==> src/design/vram_bank_mapper_assert.svh <==
// Assertion macros for the VRAM bank mapper.
`ifndef VRAM_BANK_MAPPER_ASSERT_SVH
`define VRAM_BANK_MAPPER_ASSERT_SVH

// Same-cycle implication, checked while out of reset.
`define VBM_ASSERT_NOW(label, ante, cons) \
    label: assert property (@(posedge clk) disable iff (!rst_n) (ante) |-> (cons)) \
        else $error("vbm check failed");

// Next-cycle implication, checked while out of reset.
`define VBM_ASSERT_NEXT(label, ante, cons) \
    label: assert property (@(posedge clk) disable iff (!rst_n) (ante) |=> (cons)) \
        else $error("vbm check failed");

`endif

==> src/design/vbm_pkg.sv <==
// Shared types, constants and decode functions for the VRAM bank mapper.
package vbm_pkg;

    localparam int NBANKS     = 9;
    localparam int NPAGES     = 89;
    localparam int AW         = 7;
    localparam int NSPANS     = 4;

    localparam logic [7:0] CTRL_EN    = 8'h80;
    localparam logic [2:0] MODE3_MASK = 3'h7;
    localparam logic [1:0] OFS_MASK   = 2'h3;

    localparam logic [AW-1:0] R_LCDC    = 7'd0;
    localparam logic [AW-1:0] R_ABG     = 7'd1;
    localparam logic [AW-1:0] R_AOBJ    = 7'd33;
    localparam logic [AW-1:0] R_BBG     = 7'd49;
    localparam logic [AW-1:0] R_BOBJ    = 7'd57;
    localparam logic [AW-1:0] R_ABGEXT  = 7'd65;
    localparam logic [AW-1:0] R_AOBJEXT = 7'd69;
    localparam logic [AW-1:0] R_BBGEXT  = 7'd70;
    localparam logic [AW-1:0] R_BOBJEXT = 7'd74;
    localparam logic [AW-1:0] R_TEX     = 7'd75;
    localparam logic [AW-1:0] R_TEXPAL  = 7'd79;
    localparam logic [AW-1:0] R_ARM7    = 7'd87;

    localparam logic ACT_WRITE = 1'b0;
    localparam logic ACT_QUERY = 1'b1;

    // One contiguous run of page table entries
    typedef struct packed {
        logic [AW-1:0] base;
        logic [3:0]    len;
    } span_t;

    // Placement of one control byte: two runs and dirty flags
    typedef struct packed {
        span_t       s0;
        span_t       s1;
        logic [5:0]  dirty;
    } place_t;

    function automatic span_t mk(input logic [AW-1:0] b, input logic [3:0] l);
        span_t s;
        s.base = b;
        s.len  = l;
        return s;
    endfunction

    // Decode bank and control byte into page runs
    function automatic place_t decode(input logic [3:0] bank, input logic [7:0] c);
        place_t       p;
        logic [1:0]   ofs;
        logic [2:0]   fo;
        logic [AW-1:0] fi;
        ofs = c[4:3] & OFS_MASK;
        fo  = c[5:3];
        fi  = {4'd0, fo[1], 1'b0, fo[0]};
        p.s0 = mk(R_LCDC, 4'd0);
        p.s1 = mk(R_LCDC, 4'd0);
        p.dirty = 6'd0;
        unique case (bank)
            4'd0, 4'd1:
            begin
                unique case (c[1:0])
                    2'd0: p.s0 = mk(R_LCDC, 4'd1);
                    2'd1: p.s0 = mk(R_ABG + {2'd0, ofs, 3'd0}, 4'd8);
                    2'd2: p.s0 = mk(R_AOBJ + {3'd0, ofs[0], 3'd0}, 4'd8);
                    default: p.s0 = mk(R_TEX + {5'd0, ofs}, 4'd1);
                endcase
            end
            4'd2, 4'd3:
            begin
                unique case (c[2:0] & MODE3_MASK)
                    3'd0: p.s0 = mk(R_LCDC, 4'd1);
                    3'd1: p.s0 = mk(R_ABG + {2'd0, ofs, 3'd0}, 4'd8);
                    3'd2: p.s0 = mk(R_ARM7 + {6'd0, ofs[0]}, 4'd1);
                    3'd3: p.s0 = mk(R_TEX + {5'd0, ofs}, 4'd1);
                    3'd4: p.s0 = mk((bank == 4'd2) ? R_BBG : R_BOBJ, 4'd8);
                    default: p.s0 = mk(R_LCDC, 4'd0);
                endcase
            end
            4'd4:
            begin
                unique case (c[2:0])
                    3'd0: p.s0 = mk(R_LCDC, 4'd1);
                    3'd1: p.s0 = mk(R_ABG, 4'd4);
                    3'd2: p.s0 = mk(R_AOBJ, 4'd4);
                    3'd3: p.s0 = mk(R_TEXPAL, 4'd4);
                    3'd4:
                    begin
                        p.s0 = mk(R_ABGEXT, 4'd4);
                        p.dirty = 6'h03;
                    end
                    default: p.s0 = mk(R_LCDC, 4'd0);
                endcase
            end
            4'd5, 4'd6:
            begin
                unique case (c[2:0])
                    3'd0: p.s0 = mk(R_LCDC, 4'd1);
                    3'd1:
                    begin
                        p.s0 = mk(R_ABG + fi, 4'd1);
                        p.s1 = mk(R_ABG + fi + 7'd2, 4'd1);
                    end
                    3'd2:
                    begin
                        p.s0 = mk(R_AOBJ + fi, 4'd1);
                        p.s1 = mk(R_AOBJ + fi + 7'd2, 4'd1);
                    end
                    3'd3: p.s0 = mk(R_TEXPAL + fi, 4'd1);
                    3'd4:
                    begin
                        p.s0 = mk(R_ABGEXT + {5'd0, fo[0], 1'b0}, 4'd2);
                        p.dirty = {4'd0, fo[0], ~fo[0]};
                    end
                    3'd5:
                    begin
                        p.s0 = mk(R_AOBJEXT, 4'd1);
                        p.dirty = 6'h04;
                    end
                    default: p.s0 = mk(R_LCDC, 4'd0);
                endcase
            end
            4'd7:
            begin
                unique case (c[1:0])
                    2'd0: p.s0 = mk(R_LCDC, 4'd1);
                    2'd1:
                    begin
                        p.s0 = mk(R_BBG, 4'd2);
                        p.s1 = mk(R_BBG + 7'd4, 4'd2);
                    end
                    2'd2:
                    begin
                        p.s0 = mk(R_BBGEXT, 4'd4);
                        p.dirty = 6'h18;
                    end
                    default: p.s0 = mk(R_LCDC, 4'd0);
                endcase
            end
            default:
            begin
                unique case (c[1:0])
                    2'd0: p.s0 = mk(R_LCDC, 4'd1);
                    2'd1:
                    begin
                        p.s0 = mk(R_BBG + 7'd2, 4'd2);
                        p.s1 = mk(R_BBG + 7'd6, 4'd2);
                    end
                    2'd2: p.s0 = mk(R_BOBJ, 4'd8);
                    default:
                    begin
                        p.s0 = mk(R_BOBJEXT, 4'd1);
                        p.dirty = 6'h20;
                    end
                endcase
            end
        endcase
        return p;
    endfunction

    // Region base in the flat page table
    function automatic logic [AW-1:0] region_base(input logic [3:0] r);
        logic [AW-1:0] b;
        unique case (r)
            4'd0:  b = R_LCDC;
            4'd1:  b = R_ABG;
            4'd2:  b = R_AOBJ;
            4'd3:  b = R_BBG;
            4'd4:  b = R_BOBJ;
            4'd5:  b = R_ABGEXT;
            4'd6:  b = R_AOBJEXT;
            4'd7:  b = R_BBGEXT;
            4'd8:  b = R_BOBJEXT;
            4'd9:  b = R_TEX;
            4'd10: b = R_TEXPAL;
            4'd11: b = R_ARM7;
            default: b = R_LCDC;
        endcase
        return b;
    endfunction

    // Region size in pages; zero for unknown regions
    function automatic logic [5:0] region_size(input logic [3:0] r);
        logic [5:0] s;
        unique case (r)
            4'd0:  s = 6'd1;
            4'd1:  s = 6'd32;
            4'd2:  s = 6'd16;
            4'd3:  s = 6'd8;
            4'd4:  s = 6'd8;
            4'd5:  s = 6'd4;
            4'd6:  s = 6'd1;
            4'd7:  s = 6'd4;
            4'd8:  s = 6'd1;
            4'd9:  s = 6'd4;
            4'd10: s = 6'd8;
            4'd11: s = 6'd2;
            default: s = 6'd0;
        endcase
        return s;
    endfunction

endpackage

==> src/design/vbm_page_ram.sv <==
// Page table memory with per-entry valid bits; unwritten entries read zero.
module vbm_page_ram (
    input  logic                    clk,
    input  logic                    rst_n,
    input  logic                    we,
    input  logic [vbm_pkg::AW-1:0]  waddr,
    input  logic [vbm_pkg::NBANKS-1:0] wdata,
    input  logic [vbm_pkg::AW-1:0]  raddr,
    output logic [vbm_pkg::NBANKS-1:0] rdata
);

    logic [vbm_pkg::NBANKS-1:0] mem [vbm_pkg::NPAGES];
    logic [vbm_pkg::NPAGES-1:0] valid_reg;
    logic [vbm_pkg::NBANKS-1:0] rdata_reg;
    logic                       rvalid_reg;

    // Storage write and registered read
    always_ff @(posedge clk)
    begin
        if (we)
        begin
            mem[waddr] <= wdata;
        end
        rdata_reg <= mem[raddr];
    end

    // Valid bits, cleared by reset
    always_ff @(posedge clk or negedge rst_n)
    begin
        if (!rst_n)
        begin
            valid_reg  <= '0;
            rvalid_reg <= 1'b0;
        end
        else
        begin
            if (we)
            begin
                valid_reg[waddr] <= 1'b1;
            end
            rvalid_reg <= valid_reg[raddr];
        end
    end

    assign rdata = rvalid_reg ? rdata_reg : '0;

endmodule

==> src/design/vram_bank_mapper.sv <==
// Top level of the VRAM bank mapper: sequencer, control registers, RMW unit.
//
// Usage: drive action/bank/control/region/page and pulse start while busy is
// low; the item transfers at that edge and busy rises. One result appears
// on the result ports for exactly one cycle with done high, then busy falls.
// Every item yields one result; the receiver cannot hold it off.
// A query reads the page table in its read state, then shows the result in
// the done state. A control write walks four page runs (unmap old, map new),
// each run passing a setup state and each page a read then a write through
// one shared read-modify-write unit on the page table memory, at most
// sixteen pages in all, before the done state.
// Busy falls right after done, so the next item can transfer at the end of
// the cycle after done; a new item is taken only once the last is through.
// A write to a bank past I or a write equal to the stored byte touches no
// page. Reset clears control bytes, ARM7 status and all page valid bits
// at once; no clearing pass is needed.
`include "vram_bank_mapper_assert.svh"
module vram_bank_mapper (
    input  logic       clk,
    input  logic       rst_n,
    input  logic       start,
    output logic       busy,
    input  logic       action,
    input  logic [3:0] bank,
    input  logic [7:0] control,
    input  logic [3:0] region,
    input  logic [4:0] page,
    output logic       done,
    output logic [8:0] bank_mask,
    output logic       page_valid,
    output logic [1:0] arm7_status,
    output logic [1:0] a_bg_pal_dirty,
    output logic       a_obj_pal_dirty,
    output logic [1:0] b_bg_pal_dirty,
    output logic       b_obj_pal_dirty
);

    typedef enum logic [5:0] {
        S_IDLE = 6'b000001,
        S_SPAN = 6'b000010,
        S_RD   = 6'b000100,
        S_WR   = 6'b001000,
        S_QRD  = 6'b010000,
        S_DONE = 6'b100000
    } state_t;

    state_t state_reg, state_next;

    logic [7:0]                  ctrl_reg [vbm_pkg::NBANKS];
    vbm_pkg::span_t              span_reg [vbm_pkg::NSPANS];
    vbm_pkg::span_t              span_next [vbm_pkg::NSPANS];
    logic [vbm_pkg::NBANKS-1:0]  bmask_reg, bmask_next;
    logic [1:0]                  sidx_reg, sidx_next;
    logic [2:0]                  cnt_reg, cnt_next;
    logic [vbm_pkg::AW-1:0]      qaddr_reg, qaddr_next;
    logic                        query_reg, query_next;
    logic                        pvalid_reg, pvalid_next;
    logic [5:0]                  dirty_reg, dirty_next;
    logic [1:0]                  arm7_reg, arm7_next;

    logic                        accept;
    logic [7:0]                  old_ctrl;
    logic                        bank_ok;
    logic                        changed;
    vbm_pkg::place_t             old_pl, new_pl;
    vbm_pkg::span_t              cur;
    logic                        map_on;
    logic [vbm_pkg::AW-1:0]      pg_addr;
    logic [vbm_pkg::AW-1:0]      raddr;
    logic [vbm_pkg::NBANKS-1:0]  rdata, wdata;
    logic                        we;

    assign accept   = start && (state_reg == S_IDLE);
    assign bank_ok  = (bank < 4'(vbm_pkg::NBANKS));
    assign old_ctrl = bank_ok ? ctrl_reg[bank] : 8'd0;
    assign changed  = (old_ctrl != control);
    assign old_pl   = vbm_pkg::decode(bank, old_ctrl);
    assign new_pl   = vbm_pkg::decode(bank, control);

    // Shared read-modify-write unit on the current page
    assign cur     = span_reg[sidx_reg];
    assign map_on  = sidx_reg[1];
    assign pg_addr = cur.base + {4'd0, cnt_reg};
    assign raddr   = (state_reg == S_QRD) ? qaddr_reg : pg_addr;
    assign we      = (state_reg == S_WR);
    assign wdata   = map_on ? (rdata | bmask_reg) : (rdata & ~bmask_reg);

    vbm_page_ram u_ram (
        .clk   (clk),
        .rst_n (rst_n),
        .we    (we),
        .waddr (pg_addr),
        .wdata (wdata),
        .raddr (raddr),
        .rdata (rdata)
    );

    // Sequencer
    always_comb
    begin
        state_next  = state_reg;
        span_next   = span_reg;
        bmask_next  = bmask_reg;
        sidx_next   = sidx_reg;
        cnt_next    = cnt_reg;
        qaddr_next  = qaddr_reg;
        query_next  = query_reg;
        pvalid_next = pvalid_reg;
        dirty_next  = dirty_reg;
        arm7_next   = arm7_reg;
        unique case (state_reg)
            S_IDLE:
            begin
                if (start)
                begin
                    query_next  = (action == vbm_pkg::ACT_QUERY);
                    qaddr_next  = vbm_pkg::region_base(region) + {2'd0, page};
                    pvalid_next = ({1'b0, page} < vbm_pkg::region_size(region));
                    bmask_next  = vbm_pkg::NBANKS'(1) << bank;
                    sidx_next   = 2'd0;
                    cnt_next    = 3'd0;
                    dirty_next  = 6'd0;
                    for (int i = 0; i < vbm_pkg::NSPANS; i++)
                    begin
                        span_next[i] = vbm_pkg::mk(vbm_pkg::R_LCDC, 4'd0);
                    end
                    if (action == vbm_pkg::ACT_QUERY)
                    begin
                        state_next = S_QRD;
                    end
                    else
                    begin
                        pvalid_next = 1'b0;
                        state_next  = S_SPAN;
                        if (bank_ok && changed && old_ctrl[7])
                        begin
                            span_next[0] = old_pl.s0;
                            span_next[1] = old_pl.s1;
                            dirty_next   = dirty_next | old_pl.dirty;
                        end
                        if (bank_ok && changed && control[7])
                        begin
                            span_next[2] = new_pl.s0;
                            span_next[3] = new_pl.s1;
                            dirty_next   = dirty_next | new_pl.dirty;
                        end
                        // ARM7 status follows the stored C/D byte
                        if (bank == 4'd2 || bank == 4'd3)
                        begin
                            arm7_next[bank[0]] = ((control & vbm_pkg::CTRL_EN) != 8'd0)
                                && ((control[2:0] & vbm_pkg::MODE3_MASK) == 3'd2);
                        end
                    end
                end
            end
            S_SPAN:
            begin
                cnt_next = 3'd0;
                if (cur.len != 4'd0)
                begin
                    state_next = S_RD;
                end
                else if (sidx_reg == 2'(vbm_pkg::NSPANS - 1))
                begin
                    state_next = S_DONE;
                end
                else
                begin
                    sidx_next = sidx_reg + 2'd1;
                end
            end
            S_RD:
            begin
                state_next = S_WR;
            end
            S_WR:
            begin
                if ({1'b0, cnt_reg} == cur.len - 4'd1)
                begin
                    if (sidx_reg == 2'(vbm_pkg::NSPANS - 1))
                    begin
                        state_next = S_DONE;
                    end
                    else
                    begin
                        sidx_next  = sidx_reg + 2'd1;
                        state_next = S_SPAN;
                    end
                end
                else
                begin
                    cnt_next   = cnt_reg + 3'd1;
                    state_next = S_RD;
                end
            end
            S_QRD:
            begin
                state_next = S_DONE;
            end
            S_DONE:
            begin
                state_next = S_IDLE;
            end
            default:
            begin
                state_next = S_IDLE;
            end
        endcase
    end

    // Control state
    always_ff @(posedge clk or negedge rst_n)
    begin
        if (!rst_n)
        begin
            state_reg <= S_IDLE;
            arm7_reg  <= 2'd0;
            for (int i = 0; i < vbm_pkg::NBANKS; i++)
            begin
                ctrl_reg[i] <= 8'd0;
            end
        end
        else
        begin
            state_reg <= state_next;
            arm7_reg  <= arm7_next;
            if (accept && (action == vbm_pkg::ACT_WRITE) && bank_ok)
            begin
                ctrl_reg[bank] <= control;
            end
        end
    end

    // Work registers
    always_ff @(posedge clk)
    begin
        span_reg   <= span_next;
        bmask_reg  <= bmask_next;
        sidx_reg   <= sidx_next;
        cnt_reg    <= cnt_next;
        qaddr_reg  <= qaddr_next;
        query_reg  <= query_next;
        pvalid_reg <= pvalid_next;
        dirty_reg  <= dirty_next;
    end

    // Result ports
    assign busy            = (state_reg != S_IDLE);
    assign done            = (state_reg == S_DONE);
    assign bank_mask       = (query_reg && pvalid_reg) ? rdata : '0;
    assign page_valid      = query_reg && pvalid_reg;
    assign arm7_status     = arm7_reg;
    assign a_bg_pal_dirty  = query_reg ? 2'd0 : dirty_reg[1:0];
    assign a_obj_pal_dirty = query_reg ? 1'b0 : dirty_reg[2];
    assign b_bg_pal_dirty  = query_reg ? 2'd0 : dirty_reg[4:3];
    assign b_obj_pal_dirty = query_reg ? 1'b0 : dirty_reg[5];

    // Checks
    `VBM_ASSERT_NEXT(a_done_ends, done, !busy)
    `VBM_ASSERT_NOW(a_invalid_zero, done && !page_valid, bank_mask == 9'd0)
    `VBM_ASSERT_NOW(a_write_only_in_walk, we, busy && !query_reg)
    `VBM_ASSERT_NEXT(a_start_busy, start && !busy, busy && !done)

endmodule
==> config.mk <==
export PLATFORM = sky130hd
export DESIGN_NAME = vram_bank_mapper
export DESIGN_NICKNAME = d
export VERILOG_FILES = /design/src/design/vbm_pkg.sv /design/src/design/vbm_page_ram.sv /design/src/design/vram_bank_mapper.sv
export VERILOG_INCLUDE_DIRS = /design/src /design/src/design
export SDC_FILE = /design/constraint.sdc
export NUM_CORES = 1
export LEC_CHECK = 0
export ABC_AREA = 1
export BUFFER_PORTS_ARGS = -buffer_cell sky130_fd_sc_hd__buf_2
export CORE_ASPECT_RATIO = 1.1
export CORE_UTILIZATION = 30
export DETAILED_ROUTE_END_ITERATION = 6
export GPL_TIMING_DRIVEN = 1
export HOLD_SLACK_MARGIN = 0.05
export PLACE_DENSITY = 0.54
export SETUP_SLACK_MARGIN = 0.1
export SYNTH_ARGS = -nofsm -noshare
export SYNTH_HDL_FRONTEND = slang
export SYNTH_SLANG_ARGS = --single-unit
==> constraint.sdc <==
create_clock -name clk -period 6.3 [get_ports clk]
set_clock_uncertainty 0.2 [all_clocks]
set_input_delay 0.63 -clock clk [delete_from_list [all_inputs] [get_ports clk]]
set_output_delay 0.63 -clock clk [all_outputs]
set_load 0.02 [all_outputs]
==> metrics list <==
- Result of the run: completed
- TritonCTS built the clock tree.
* Mapped cell area: 0.0471 mm²
* Placement Rows: about 150
- CTS H-tree depth: 3
* Antenna violations before repair: 3
- CP Data Required Time: around 6700 ps
- Final sum of negative setup slack: 0 ps
- Largest fanout on the critical path: about 120
- Share of layout cells above drive strength 1: 7.36%
- Clock sink total: between 1000 and 1500
- The total area inside the core boundary comes to ~0.16 mm².
- Die W: 380 µm
- Using the TritonRoute via totals, the vias-per-cell ratio works out to approximately 4.8.
* Final hold violation count: 0
- In this run the register-to-register setup slack is approximately 1300 ps.
- Largest net degree at the start of global routing: between 100 and 150
- Worst setup path class: reg -> reg
* Max-Cap Viols: 0
- Setup repair after global routing left no endpoint under its margin.
* Initial Util: ~30%
- Post-layout min period: 5040 ps
* Count of buffers added by post-CTS timing repair for setup: 0
* Global routing usage on met2: between 20 and 30%
* Transition time at the pin with the least slew margin: approximately 1200 ps
- The number of nets handed over by synthesis was ~4800.
- For this design the top-level I/O count stands at between 40 and 50.
* CTS clock-pin slew for the worst setup and hold paths: ~60 ps
- Data on the critical path arrives at its endpoint at 5440 ps.
* Synthesis-stage register bit count: approximately 1000
* Origin of the worst min-delay path: control[7]
- Die area: around 0.16 mm²
- Number of DRC markers in iteration 0: around 3100
- After global routing the overflow that remains totals 0.
- Port Buffer Count: 44
- Total routing usage reported by global routing: around 17%
- Detailed-route wire length: approximately 140000 µm
* Area overhead of the layout relative to synthesis: 13.0%
* Yosys warns: 0
- Count of final max-slew check failures: 0
* Worst Hold Depth: 3
- ANT nets after route: 0
- Hold repair after CTS inserted 2 buffers.
- Unique cell type count in the Yosys netlist: 60
* Cell count of the worst reg-to-reg path: 19
* Number of buffers inserted during clock tree synthesis: between 100 and 150
- In the global route stage, met3 resource usage came out at roughly 2.4%.
- The average instance in the mapped netlist occupies approximately 10 µm².
- HPWL after DPL: slightly above 80000 µm
- After synthesis, flip-flops and latches occupy between 60 and 70% of the total area.
- Number of antenna cells inserted: 0
* Most utilized layer in the global route result: met2
- The floorplan step set the die height to about 420 µm.
- Type of the most critical hold path: in -> reg
- Leaving out fill and tap cells, the most frequent cells in the layout are sky130_fd_sc_hd__nand2_1 (1163), sky130_fd_sc_hd__edfxtp_1 (865), sky130_fd_sc_hd__nand3_1 (696), sky130_fd_sc_hd__inv_1 (671), sky130_fd_sc_hd__o21ai_0 (250).
- Hold Path Sink: arm7_status[0]$_DFFE_PN0P_
- The root buffer cell chosen for the clock tree is sky130_fd_sc_hd__clkbuf_16.
* Number of flops mapped to enable cells by yosys: slightly below 900
- The register with the most flip-flops in the layout has between 800 and 900 of them.
- Number of design rule violations left after detail routing: 0
- Insertion delay of the later-clocked pin in the worst-skew pair: ~710 ps
- In this run the tightest slew margin relative to its limit is around 18%.
* Beginning of the worst register-to-register path: sidx_reg[1]$_SDFFCE_PN0P_
* Number of gates given a new drive strength after cts: 0
- The first TritonRoute pass finished after 5 iterations.
- Routability-driven placement finished with a final weighted congestion of 0.853.
* Wire length of the first global-routing pass: roughly 210000 µm
- Net total in the final layout: ~4800
- The longest clock path from root to sink contains 3 buffers.
* Gate count after technology mapping: 4727
* Crit Reg-Reg Endpoint: u_ram.rdata_reg[5]$_DFF_P_
* Most common cell after layout, fill and taps aside: sky130_fd_sc_hd__nand2_1
- Capturing element type of the critical path: flip-flop
- Number of global-route vias before repair: around 32000
* Final critical-path share of the clock period: between 70 and 80%
- Crit path launch type: flip-flop
* Source of the critical timing path: sidx_reg[1]$_SDFFCE_PN0P_
* Peak Freq: ~200 MHz
- Vias post-DR: 33300
- In the synthesized netlist the dominant register cell turns out to be sky130_fd_sc_hd__edfxtp_1.
- Proportion of synthesized flip-flops having asynchronous set or reset: approximately 16%
* Wire length per cell: 19.8 µm
* Number of endpoints failing setup at the final stage: 0
- Global routing consumed, on the met1 layer, 23.2% of the routing resources.
-- routing by layer --
layer  vias to the layer above  share of wire [%]
li1                      15700                  -
met1                     16300                 44
met2                      1077                 47
met3                       181                6.2
met4                         2                2.4
met5                         -             0.0081
-- cells in the mapped netlist, types with 5 or more instances --
master	n	area share (%)
sky130_fd_sc_hd__nand2_1	1165	9.3
sky130_fd_sc_hd__edfxtp_1	865	55
sky130_fd_sc_hd__nand3_1	696	7.4
sky130_fd_sc_hd__inv_1	671	5.3
sky130_fd_sc_hd__o21ai_0	259	2.8
sky130_fd_sc_hd__nor2_1	241	1.9
sky130_fd_sc_hd__dfrtp_1	169	9.0
sky130_fd_sc_hd__buf_2	141	1.5
sky130_fd_sc_hd__clkbuf_1	74	0.59
sky130_fd_sc_hd__o211ai_1	61	0.97
sky130_fd_sc_hd__a21oi_1	45	0.48
sky130_fd_sc_hd__o21bai_1	36	0.57
sky130_fd_sc_hd__nand4_1	33	0.44
sky130_fd_sc_hd__ha_1	29	0.77
sky130_fd_sc_hd__o21ai_1	29	0.31
sky130_fd_sc_hd__or2_1	27	0.36
sky130_fd_sc_hd__inv_2	15	0.12
sky130_fd_sc_hd__or2_2	14	0.19
sky130_fd_sc_hd__a22oi_1	12	0.19
sky130_fd_sc_hd__nor3_1	11	0.12
sky130_fd_sc_hd__buf_4	10	0.16
sky130_fd_sc_hd__nand2_2	10	0.13
sky130_fd_sc_hd__dfxtp_1	9	0.38
sky130_fd_sc_hd__buf_1	8	0.064
sky130_fd_sc_hd__nand3b_1	8	0.13
sky130_fd_sc_hd__nor2_2	8	0.11
sky130_fd_sc_hd__a31oi_1	7	0.093
sky130_fd_sc_hd__nor2_4	7	0.17
sky130_fd_sc_hd__o22ai_1	6	0.080
sky130_fd_sc_hd__clkinv_1	5	0.040
sky130_fd_sc_hd__xor2_1	5	0.093
-- through the flow --
| step | setup WS (ps) | cells | hold slack, ps | cell area (µm²) | utilization, % |
|---|---|---|---|---|---|
| 3_5_place_dp | 1320 | 6678 | 245 | 49600 | 31.8 |
| 6_report | 1260 | 6887 | 115 | 53200 | 34.1 |
| 3_3_place_gp | 1340 | 6678 | 240 | 49600 | 31.8 |
| 5_1_grt | 965 | 6887 | 127 | 53200 | 34.1 |
| 2_1_floorplan | 1070 | 4727 | 134 | 47100 | - |
| 4_1_cts | 1300 | 6887 | 73.9 | 53200 | 34.1 |
-- kinds of logic (layout without fill, tap and decap cells) --
kind of cell | count (synthesis) | after routing | synth area share [%]
compound gates | 479 | 479 | 5.94
simple gates | 2236 | 2236 | 20.6
flops | 1044 | 1044 | 64.6
buf+inv | 926 | 1007 | 7.84
xor+xnor | 10 | 10 | 0.202
mux | 1 | 1 | 0.0213
fa+ha+maj | 31 | 31 | 0.856
-- worst max path at each step --
| stage | to | slack (ps) | cells after the start |
|---|---|---|---|
| floorplan | u_ram.mem[0][0]$_DFFE_PP_ | 1070 | 3 |
| global placement | u_ram.rdata_reg[5]$_DFF_P_ | 1340 | 19 |
| detailed placement | u_ram.rdata_reg[5]$_DFF_P_ | 1320 | 19 |
| CTS | u_ram.rdata_reg[5]$_DFF_P_ | 1300 | 19 |
| global route | u_ram.rdata_reg[8]$_DFF_P_ | 970 | 19 |
| finish | u_ram.rdata_reg[5]$_DFF_P_ | 1260 | 19 |
-- worst max-delay path, stage by stage, from the launching register on --
cell and delay (ps):
sky130_fd_sc_hd__edfxtp_1 640, sky130_fd_sc_hd__nand2_1 270, sky130_fd_sc_hd__clkinv_1 170, sky130_fd_sc_hd__nand2_1 110
sky130_fd_sc_hd__nand3_1 110, sky130_fd_sc_hd__ha_1 370, sky130_fd_sc_hd__inv_1 110, sky130_fd_sc_hd__nand2_2 230
sky130_fd_sc_hd__nand2_8 740, sky130_fd_sc_hd__buf_12 370, sky130_fd_sc_hd__buf_4 300, sky130_fd_sc_hd__nand2_1 80
sky130_fd_sc_hd__nand3_1 120, sky130_fd_sc_hd__nand3_1 120, sky130_fd_sc_hd__nand3_1 230, sky130_fd_sc_hd__nand3_1 200
sky130_fd_sc_hd__nand3_1 230, sky130_fd_sc_hd__nand2_1 100, sky130_fd_sc_hd__nand2_1 80, sky130_fd_sc_hd__nand2_1 50
-- cell type report --
class | count | area [µm²]
timing repair buffer | 108 | 827
sequential | 1044 | 30400
clock inverter | 41 | 352
tap | 2079 | 2600
multi-input combinational | 2757 | 13200
clock buffer | 166 | 3270
inverter | 692 | 2600
fill | 15800 | 103000
Power is left out: the tool's default activity adds up to more than one toggle a clock period on the data nets, which glitch-free logic cannot reach.
